## config.mk

```make
export PLATFORM = sky130hd
export DESIGN_NAME = lpht_home
export DESIGN_NICKNAME = d
export VERILOG_FILES = /design/src/rtl/core/lpht_pkg.sv /design/src/rtl/core/lpht_home.sv
export SDC_FILE = /design/constraint.sdc
export NUM_CORES = 1
export LEC_CHECK = 0
export ABC_AREA = 1
export BUFFER_PORTS_ARGS = -buffer_cell sky130_fd_sc_hd__clkbuf_2
export CORE_AREA = 3 3 40 42
export CTS_BUF_LIST = sky130_fd_sc_hd__clkbuf_4 sky130_fd_sc_hd__clkbuf_8 sky130_fd_sc_hd__clkbuf_16
export DETAILED_ROUTE_END_ITERATION = 10
export DIE_AREA = 0 0 43 45
export PLACE_DENSITY = 0.82
export SLEW_MARGIN = 40
export SYNTH_ARGS = -nofsm -noshare
export SYNTH_HDL_FRONTEND = slang
export SYNTH_SLANG_ARGS = --single-unit
```

## constraint.sdc

```tcl
create_clock -name clk_i -period 2.5 [get_ports clk_i]
set_clock_uncertainty 0.1 [all_clocks]
set_input_delay 0.25 -clock clk_i [delete_from_list [all_inputs] [get_ports clk_i]]
set_output_delay 0.25 -clock clk_i [all_outputs]
set_load 0.02 [all_outputs]
```

## src/rtl/core/lpht_pkg.sv

```systemverilog
// Shared commands, status codes and flag types of the linear probing hash table.
package lpht_pkg;

  typedef enum logic [1:0] {
    CMD_SET       = 2'd0,
    CMD_SET_EXIST = 2'd1,
    CMD_GET       = 2'd2,
    CMD_DEL       = 2'd3
  } cmd_e;

  typedef enum logic [1:0] {
    ST_OK   = 2'd0,
    ST_MISS = 2'd1,
    ST_FULL = 2'd2
  } status_e;

  typedef enum logic [1:0] {
    FLAG_KEEP = 2'd0,
    FLAG_FILL = 2'd1,
    FLAG_KILL = 2'd2
  } flag_op_e;

  typedef struct packed {
    logic used;
    logic tomb;
  } flag_t;

  localparam int unsigned CfgBits  = 9;
  localparam int unsigned CfgReset = 192;

endpackage

```

## src/rtl/core/lpht_home.sv

```systemverilog
// Home slot unit: reduces a 32-bit hash modulo the slot count over three steps.
module lpht_home #(
  parameter int unsigned SLOTS = 256
) (
  input  logic                     clk_i,
  input  logic                     rst_ni,
  input  logic                     start_i,
  input  logic [31:0]              hash_i,
  output logic                     done_o,
  output logic [$clog2(SLOTS)-1:0] home_o
);
  import lpht_pkg::*;

  localparam int unsigned IW = $clog2(SLOTS);
  localparam longint unsigned RecipL = 64'h1_0000_0000 / SLOTS;
  localparam logic [31:0] Recip = 32'(RecipL);
  localparam logic [31:0] SlotsW = 32'(SLOTS);

  typedef enum logic [3:0] {
    H_IDLE = 4'b0001,
    H_MUL  = 4'b0010,
    H_RED  = 4'b0100,
    H_SUB  = 4'b1000
  } hstate_e;

  hstate_e     state_q, state_d;
  logic [31:0] hash_q;
  logic [31:0] prod_q;
  logic [31:0] qs_q;
  logic [31:0] rem;
  logic [31:0] rem_fix;

  always_comb begin
    state_d = state_q;
    unique case (state_q)
      H_IDLE:  if (start_i) state_d = H_MUL;
      H_MUL:   state_d = H_RED;
      H_RED:   state_d = H_SUB;
      H_SUB:   state_d = H_IDLE;
      default: state_d = H_IDLE;
    endcase
  end

  always_ff @(posedge clk_i or negedge rst_ni) begin
    if (!rst_ni) begin
      state_q <= H_IDLE;
    end else begin
      state_q <= state_d;
    end
  end

  // The reciprocal estimate of the quotient is low by at most one, so one
  // conditional subtract finishes the remainder.
  always_ff @(posedge clk_i) begin
    if (start_i && state_q == H_IDLE) begin
      hash_q <= hash_i;
    end
    if (state_q == H_MUL) begin
      prod_q <= 32'((64'(hash_q) * 64'(Recip)) >> 32);
    end
    if (state_q == H_RED) begin
      qs_q <= prod_q * SlotsW;
    end
  end

  assign rem     = hash_q - qs_q;
  assign rem_fix = (rem >= SlotsW) ? (rem - SlotsW) : rem;
  assign home_o  = rem_fix[IW-1:0];
  assign done_o  = (state_q == H_SUB);

endmodule

```

# Yosys cells after proc, flatten, opt, wreduce, memory -nomap -nowiden
# Index checks and enable logic that the tools add are counted.
dict set report totals {
  register_bits 84
  out_inout_bits 9
  in_bits 35
}
dict set report classes {
  n_reduce_logical 1
  n_eq_ne 5
  muxes 3
  addsub 2
  n_lt_le_gt_ge 1
}
# op n
set ops {}
lappend ops {{$ge A32 B9 Y1 const B} 1}
lappend ops {{$sub A32 B32 Y32} 1}
lappend ops {{$pmux W4 S3} 1}
lappend ops {{$mux W8} 1}
lappend ops {{$sub A8 B1 Y8 const B} 1}
lappend ops {{$eq A4 B1 Y1 const B} 1}
lappend ops {{$eq A4 B2 Y1 const B} 1}
lappend ops {{$eq A4 B3 Y1 const B} 1}
lappend ops {{$eq A4 B4 Y1 const B} 1}
lappend ops {{$mux W4} 1}
lappend ops {{$ne A2 B2 Y1 const B} 1}
lappend ops {{$logic_and A1 B1 Y1} 1}

# Longest topological paths before layout
# Gate-level depths: netlist (run 1).
dict set report logic_depth {
  ltp_word 3
  ltp_mapped 5
}

# Worst setup path before layout (run 1)
# Ideal clock, no wire load.
dict set report synth_timing {
  path_type {register to register}
  from {reg state_q[0]}
  to {reg hash_q[0], enable pin}
  required_time_ps 2030
  path_stages_with_launch 3
  setup_ps 370
  path_slack_ps 1028
  arrival_ps 1002
  cell_sequence {dfstp_2 nand3_2 nor2_1}
}
dict set report synth_between {
  elab_chain_len 2
}
# element line_no
set synth_lines {}
lappend synth_lines {{from (decl)} lpht_home.sv:26} ;# hstate_e state_q, state_d;
lappend synth_lines {{from (signal assigned)} lpht_home.sv:48} ;# state_q <= state_d;
lappend synth_lines {{$eq A4 B1 Y1} lpht_home.sv:55} ;# if (start_i && state_q == H_IDLE) begin
lappend synth_lines {{$logic_and A1 B1 Y1} lpht_home.sv:55}
lappend synth_lines {{to (signal assigned)} lpht_home.sv:56} ;# hash_q <= hash_i;
lappend synth_lines {{to (decl)} lpht_home.sv:27} ;# logic [31:0] hash_q;
# No other way between the ends.
# A chain may end at the register's enable or synchronous reset.

# Worst setup path in the final report (run 1)
dict set report layout_timing {
  from {reg state_q[2]}
  to {reg hash_q[7], enable pin}
}
# Same word-level chain as after synthesis.

==> impl_metrics.csv, run 1 <==
group,metric,value,unit
outcome,status,"complete, no violations",
clock_network,htree_levels,1,
yosys,synth_nets,66,
worst_setup_path,path_class,"flop to flop",
cells_and_area,antenna_cells,0,
drt,ant_nets,0,
floorplanning,num_rows,13,
sta,period_needed,1.64,ns
yosys,synth_edf_count,8,
worst_setup_path,required,2.30,ns
clock_network,clock_sinks,12,
worst_setup_path,arrival,1.44,ns
yosys,ys_warn_count,0,
clock_network,clkLatencyLatePin,0.26,ns
yosys,syn_inst,31,
hold_path,min_path_type,"input pin to flop",
clock_network,numCtsBuffers,3,
floorplanning,core-area,1280,µm²
clock_network,cts_resized,0,
sta,slew_headroom,58.0,%
clock_network,cts_root_buf,"clkbuf_4",
placement,gp_congestion,0.587,
worst_setup_path,cp_max_fo,8,
cells_and_area,area_growth,35.3,%
yosys,yosysMostFrequentCell,"edfxtp_1",
global_route,grt_use_total,8.52,%
global_route,grt_max_degree,9,
yosys,yosys_most_used_dff,"edfxtp_1",
cells_and_area,fin_area,576,µm²
yosys,syn_area,425,µm²
placement,dp.cells,65,
power_and_ir_drop,p_per_area,996,nW/µm²
cells_and_area,final_cells,70,
sta,rsz0062_at_grt,"false",
sta,setup_tns,0,ns
floorplanning,dieWidth,43,µm
drt,first_pass_iters,2,
placement,dp_hpwl,533,µm
clock_network,tritoncts,"done",
floorplanning,fp.dieArea,1940,µm²
global_route,grt-ovfl-total,0,
yosys,synthDistinctLibCells,10,
floorplanning,pin_count,44,
sta,period_share,65.6,%
clock_network,clock_path_buffers,2,
global_route,antenna_found_initial,0,
sta,timing.hold.ws,0.0617,ns
floorplanning,dieHeight,45,µm
clock_network,path_clk_slew,0.07,ns
drt,detailedRoute.firstIterationViolations,1,
sta,worst_slew_pin_slew,0.628,ns
global_route,grt_pass1_vias,301,
yosys,yosysTopAreaCell,"edfxtp_1",
worst_setup_path,startpoint_type,"flop",
cells_and_area,n_fill_cell,125,
sta,hold_viol_final,0,
power_and_ir_drop,total_power,0.573,mW
sta,setup_viol,0,
power_and_ir_drop,p_leak,0.287,nW
placement,place_area,539,µm²
yosys,synth-seq-area-share,80.3,%
yosys,yosysTopAreaCellShare,56.5,%
flow_run,maxCapViolCount,0,
yosys,synthArstFlopShare,33.3,%
yosys,synth.area.top_cells,"edfxtp_1 (56%), dfrtp_1 (18%), dfstp_2 (6.2%)",
cells_and_area,layout-drive-gt1-share,45.5,%
placement,port_buffers,19,
cells_and_area,nets,91,
yosys,syn_avg_cell_area,13.7,µm²
clock_network,ctsHoldBuffers,1,
yosys,ys_top_cells_by_count,"edfxtp_1 (8), nor2_1 (6), inv_1 (5)",
global_route,grt_first_pass_wirelength,1.15,mm
sta,fmax,609,MHz
drt,drcViolationCount,0,
drt,via_per_inst,4.09,
drt,dr_total_vias,286,
drt,routedWlPerCell,9.41,µm
yosys,ys_ff_latch,12,
floorplanning,start_util,33.1,%
sta,final-max-slew-violation-count,0,
power_and_ir_drop,vdd_drop_max,0.364,mV
drt,drt-total-wl,659,µm
clock_network,cts_setup_buffers,0,
worst_setup_path,cp-end-kind,"flop",
==> layer usage <==
layer,global-route usage [%],vias to the layer above,share of wire [%]
met5,0,-,0
met3,3.59,0,9.1
met1,7.73,126,34
met2,15.6,11,56
met4,5.42,0,0
li1,-,149,-
==> area by class of cell <==
cell class              instances  area, µm²  share of cell area [%]
flip-flops and latches         12        342                    59.3
clock buffers                   3       22.5                    3.91
clock inverters                 1       3.75                   0.652
well taps                      15       18.8                    3.26
inverters                       5       18.8                    3.26
repair buffers                 20        105                    18.3
multi-input cells              14       65.1                    11.3
==> worst paths after layout <==
kind / startpoint / endpoint / depth (start not counted) / slack [ns]
setup / recovery: state_q[2]$_DFFE_PN0P_ / hash_q[7]$_DFFE_PP_ / 3 / 0.86
hold / removal: hash_i[0] / hash_q[0]$_DFFE_PP_ / 1 / 0.06
max in group asynchronous: rst_ni / state_q[0]$_DFFE_PN1P_ / 2 / 1.86
hold reg to reg: state_q[0]$_DFFE_PN1P_ / state_q[0]$_DFFE_PN1P_ / 2 / 0.42
setup reg to reg: state_q[2]$_DFFE_PN0P_ / hash_q[7]$_DFFE_PP_ / 3 / 0.86
min in group asynchronous: rst_ni / state_q[1]$_DFFE_PN0P_ / 2 / 0.23
==> per-stage QoR <==
stage / utilization, % / setup WS (ns)
2_1_floorplan: - / 1.03
5_1_grt: 44.8 / 0.706
3_5_place_dp: 42.0 / 0.842
4_1_cts: 44.8 / 0.830
3_3_place_gp: 42.0 / 0.885
6_report: 44.8 / 0.859
==> where the power goes <==
group	internal, mW	switching (mW)	leakage [nW]	total, mW
clock	0.0575	0.0556	0.0154	0.113
combinational	0.0506	0.106	0.146	0.157
sequential	0.279	0.0244	0.126	0.304
total	0.387	0.186	0.287	0.573
==> state kept, by name, summed over array words and instances (netlist names) <==
register,cells
hash_q,8
state_q,4
==> critical path, stage by stage, from the launching register on <==
cell     delay (ns)
dfrtp_1        0.41
nor2_2         0.17
nand3_2        0.10
nor2_1         0.50
==> placed cells by master (no fill, tap or decap), drive strengths merged <==
master       count
clkbuf          22
inv              5
dfrtp            3
nand3            2
edfxtp           8
nand4            1
nand2            4
nor2             7
dlygate4sd3      1
dfstp            1
clkinv           1
==> kinds of logic (layout without fill, tap and decap cells) <==
kind of cell	after synthesis	after routing	share of synthesized area, %
buf+inv	5	29	4.41
simple gates	14	14	15.3
flops	12	12	80.3
No activity file was read; power rests on OpenSTA's default activity.
==> run 2: changes to the inputs <==
Settings changed: CORE_AREA 3 3 40 42 to not set, CORE_MARGIN set to 3, CORE_UTILIZATION set to 32, DIE_AREA 0 0 43 45 to not set.
Clock period 2.5 ns to 1.7 ns, I/O delays scaled along.
==> run 2 against run 1 <==
  * Hold slack worse by 0.0028 ns
  * Cell area rose by 15%
  * Via count up 15%
  * Cell count grew 11%
  * Power up 54%
  * Register-to-register slack lost 0.49 ns
  * Clock-buffer cell count unchanged
  * Flip-flop and latch count did not move
  * Sequential share of layout area is 7.7 points lower
  * Setup slack lost 0.56 ns
  * Combinational power up 68%
  * First-iteration DRC count did not move
  * Largest power group unchanged
==> impl_metrics.csv, run 2 (same netlist as run 1, synthesis figures left out) <==
group,metric,value,unit
clock_network,clock_path_buffers,2,
worst_setup_path,cpLargestDelayFamily,"flip-flops",
power_and_ir_drop,p_comb_share,29.7,%
hold_path,hold_depth,3,
worst_setup_path,max_stage_delay,0.56,ns
sta,period_needed,1.40,ns
drt,top_layer,"met4",
worst_setup_path,cpMostUsedCell,"nor2_1",
drt,dr_total_vias,328,
drt,first_pass_iters,4,
cells_and_area,mostFrequentLayoutCells,"clkbuf_2 (19), dlygate4sd3_1 (9), edfxtp_1 (8), nor2_1 (6), inv_1 (5)",
sta,final-max-slew-violation-count,0,
power_and_ir_drop,vdd_drop_max,0.527,mV
power_and_ir_drop,pwr-share-clk,19.5,%
power_and_ir_drop,p_leak,0.326,nW
cells_and_area,regMostFlops,"hash_q",
worst_setup_path,path_buf_inv,1,
drt,via_per_inst,4.21,
placement,gp_congestion,0.632,
floorplanning,pin_count,44,
global_route,grt_pass1_vias,341,
cells_and_area,layout.cells.most_common,"clkbuf_2",
sta,worst_slew_pin_slew,0.147,ns
sta,slew_headroom,90.2,%
cells_and_area,layout-drive-gt1-share,40.6,%
worst_setup_path,path_class,"flop to primary output",
floorplanning,fp.dieArea,1800,µm²
drt,drt-met1-wl,305,µm
hold_path,min_path_type,"input pin to flop",
worst_setup_path,startpoint_type,"flop",
placement,dp_hpwl,591,µm
sta,setup_viol,0,
clock_network,cts_resized,0,
drt,dr_wl_met2,458,µm
global_route,grt-ovfl-total,0,
floorplanning,dieHeight,42.5,µm
cells_and_area,largest_registers,"hash_q: 8 flops, state_q: 4 flops",
clock_network,numCtsBuffers,3,
sta,fmax,715,MHz
clock_network,cts_root_buf,"clkbuf_4",
power_and_ir_drop,seqPwrFrac,50.8,%
cells_and_area,antenna_cells,0,
drt,detailedRoute.firstIterationViolations,1,
sta,setup_tns,0,ns
worst_setup_path,arrival,1.13,ns
worst_setup_path,cp-end-kind,"primary output",
clock_network,tritoncts,"done",
floorplanning,dieWidth,42.5,µm
drt,ant_nets,0,
drt,drt-total-wl,832,µm
clock_network,ctsHoldBuffers,9,
worst_setup_path,required,1.43,ns
clock_network,cts_setup_buffers,0,
worst_setup_path,cp_num_cells,4,
cells_and_area,largest_register_ffs,8,
sta,period_share,82.2,%
clock_network,clkLatencyLatePin,0.26,ns
drt,dr_wl_met3,44,µm
floorplanning,num_rows,12,
sta,hold_viol_final,0,
drt,routedWlPerCell,10.7,µm
power_and_ir_drop,p_per_area,1340,nW/µm²
sta,rsz0062_at_grt,"false",
placement,dp.cells,65,
placement,port_buffers,19,
power_and_ir_drop,power.switching,0.292,mW
clock_network,clock_sinks,12,
cells_and_area,nets,100,
global_route,grt_max_degree,9,
floorplanning,start_util,36.3,%
global_route,antenna_found_initial,0,
worst_setup_path,cp_max_fo,4,
floorplanning,core-area,1170,µm²
worst_setup_path,critPathSlowestCell,"dfstp_2",
clock_network,path_clk_slew,0.07,ns
power_and_ir_drop,switching_share,33.1,%
outcome,status,"complete, no violations",
worst_setup_path,worstPathCellList,"nor2_1, nand2_1, nor2_1, clkbuf_2",
power_and_ir_drop,p_int,0.592,mW
global_route,grt_first_pass_wirelength,1.37,mm
worst_setup_path,reg2reg_depth,4,
global_route,grt_use_total,10.8,%
cells_and_area,area_growth,55.6,%
cells_and_area,final_cells,78,
clock_network,htree_levels,1,
drt,drcViolationCount,0,
flow_run,maxCapViolCount,0,
run 2: cell count changes in the layout (fill, tap and decap cells not counted), sizes merged:
cell / delta
dlygate4sd3: +8
buf: +1
run 2: path summary, 6_finish.rpt:
| path | end | startpoint | slack [ns] |
|---|---|---|---|
| setup / recovery | done_o | state_q[0]$_DFFE_PN1P_ | 0.30 |
| hold / removal | state_q[1]$_DFFE_PN0P_ | start_i | 0.06 |
| setup reg to reg | hash_q[0]$_DFFE_PP_ | state_q[2]$_DFFE_PN0P_ | 0.37 |
| hold reg to reg | state_q[0]$_DFFE_PN1P_ | state_q[0]$_DFFE_PN1P_ | 0.44 |
| max in group asynchronous | state_q[0]$_DFFE_PN1P_ | rst_ni | 1.16 |
| min in group asynchronous | state_q[2]$_DFFE_PN0P_ | rst_ni | 0.14 |
run 2: final cells by class:
class | count | area, µm²
clock inverter | 1 | 3.75
multi-input combinational | 14 | 65.1
clock buffer | 3 | 22.5
tap | 14 | 17.5
inverter | 5 | 18.8
fill | 100 | 509
sequential | 12 | 342
timing repair buffer | 29 | 193
run 2: stage by stage:
stage / hold slack [ns] / worst slack (ns) / cell area, µm² / util [%] / total power [mW]
5_1_grt: 0.0707 / 0.182 / 662 / 56.5 / 0.943
3_5_place_dp: -0.118 / 0.378 / 546 / 46.6 / 0.703
3_3_place_gp: -0.125 / 0.397 / 546 / 46.6 / 0.685
4_1_cts: 0.0475 / 0.287 / 662 / 56.5 / 0.895
6_report: 0.0589 / 0.302 / 662 / 56.5 / 0.885
2_1_floorplan: -0.226 / 0.228 / 425 / - / 0.610
run 2: worst min-delay path, delay by kind of cell:
family                 cells  cell delay [ns]
AND/OR/NAND/NOR            1             0.06
buffers and inverters      2             0.16
run 2: layer usage:
layer	track usage, %	up-vias
met2	17.9	11
met5	0	-
li1	-	166
met3	2.15	2
met4	11.2	0
met1	10.6	149
run 2: power groups by stage:
stage               logic (mW)  registers, mW  clock network, mW
finish                   0.263          0.449              0.172
global route             0.293          0.457              0.192
CTS                      0.266          0.448              0.181
detailed placement       0.249          0.454                  0
global placement         0.238          0.447                  0
floorplan                0.108          0.502                  0
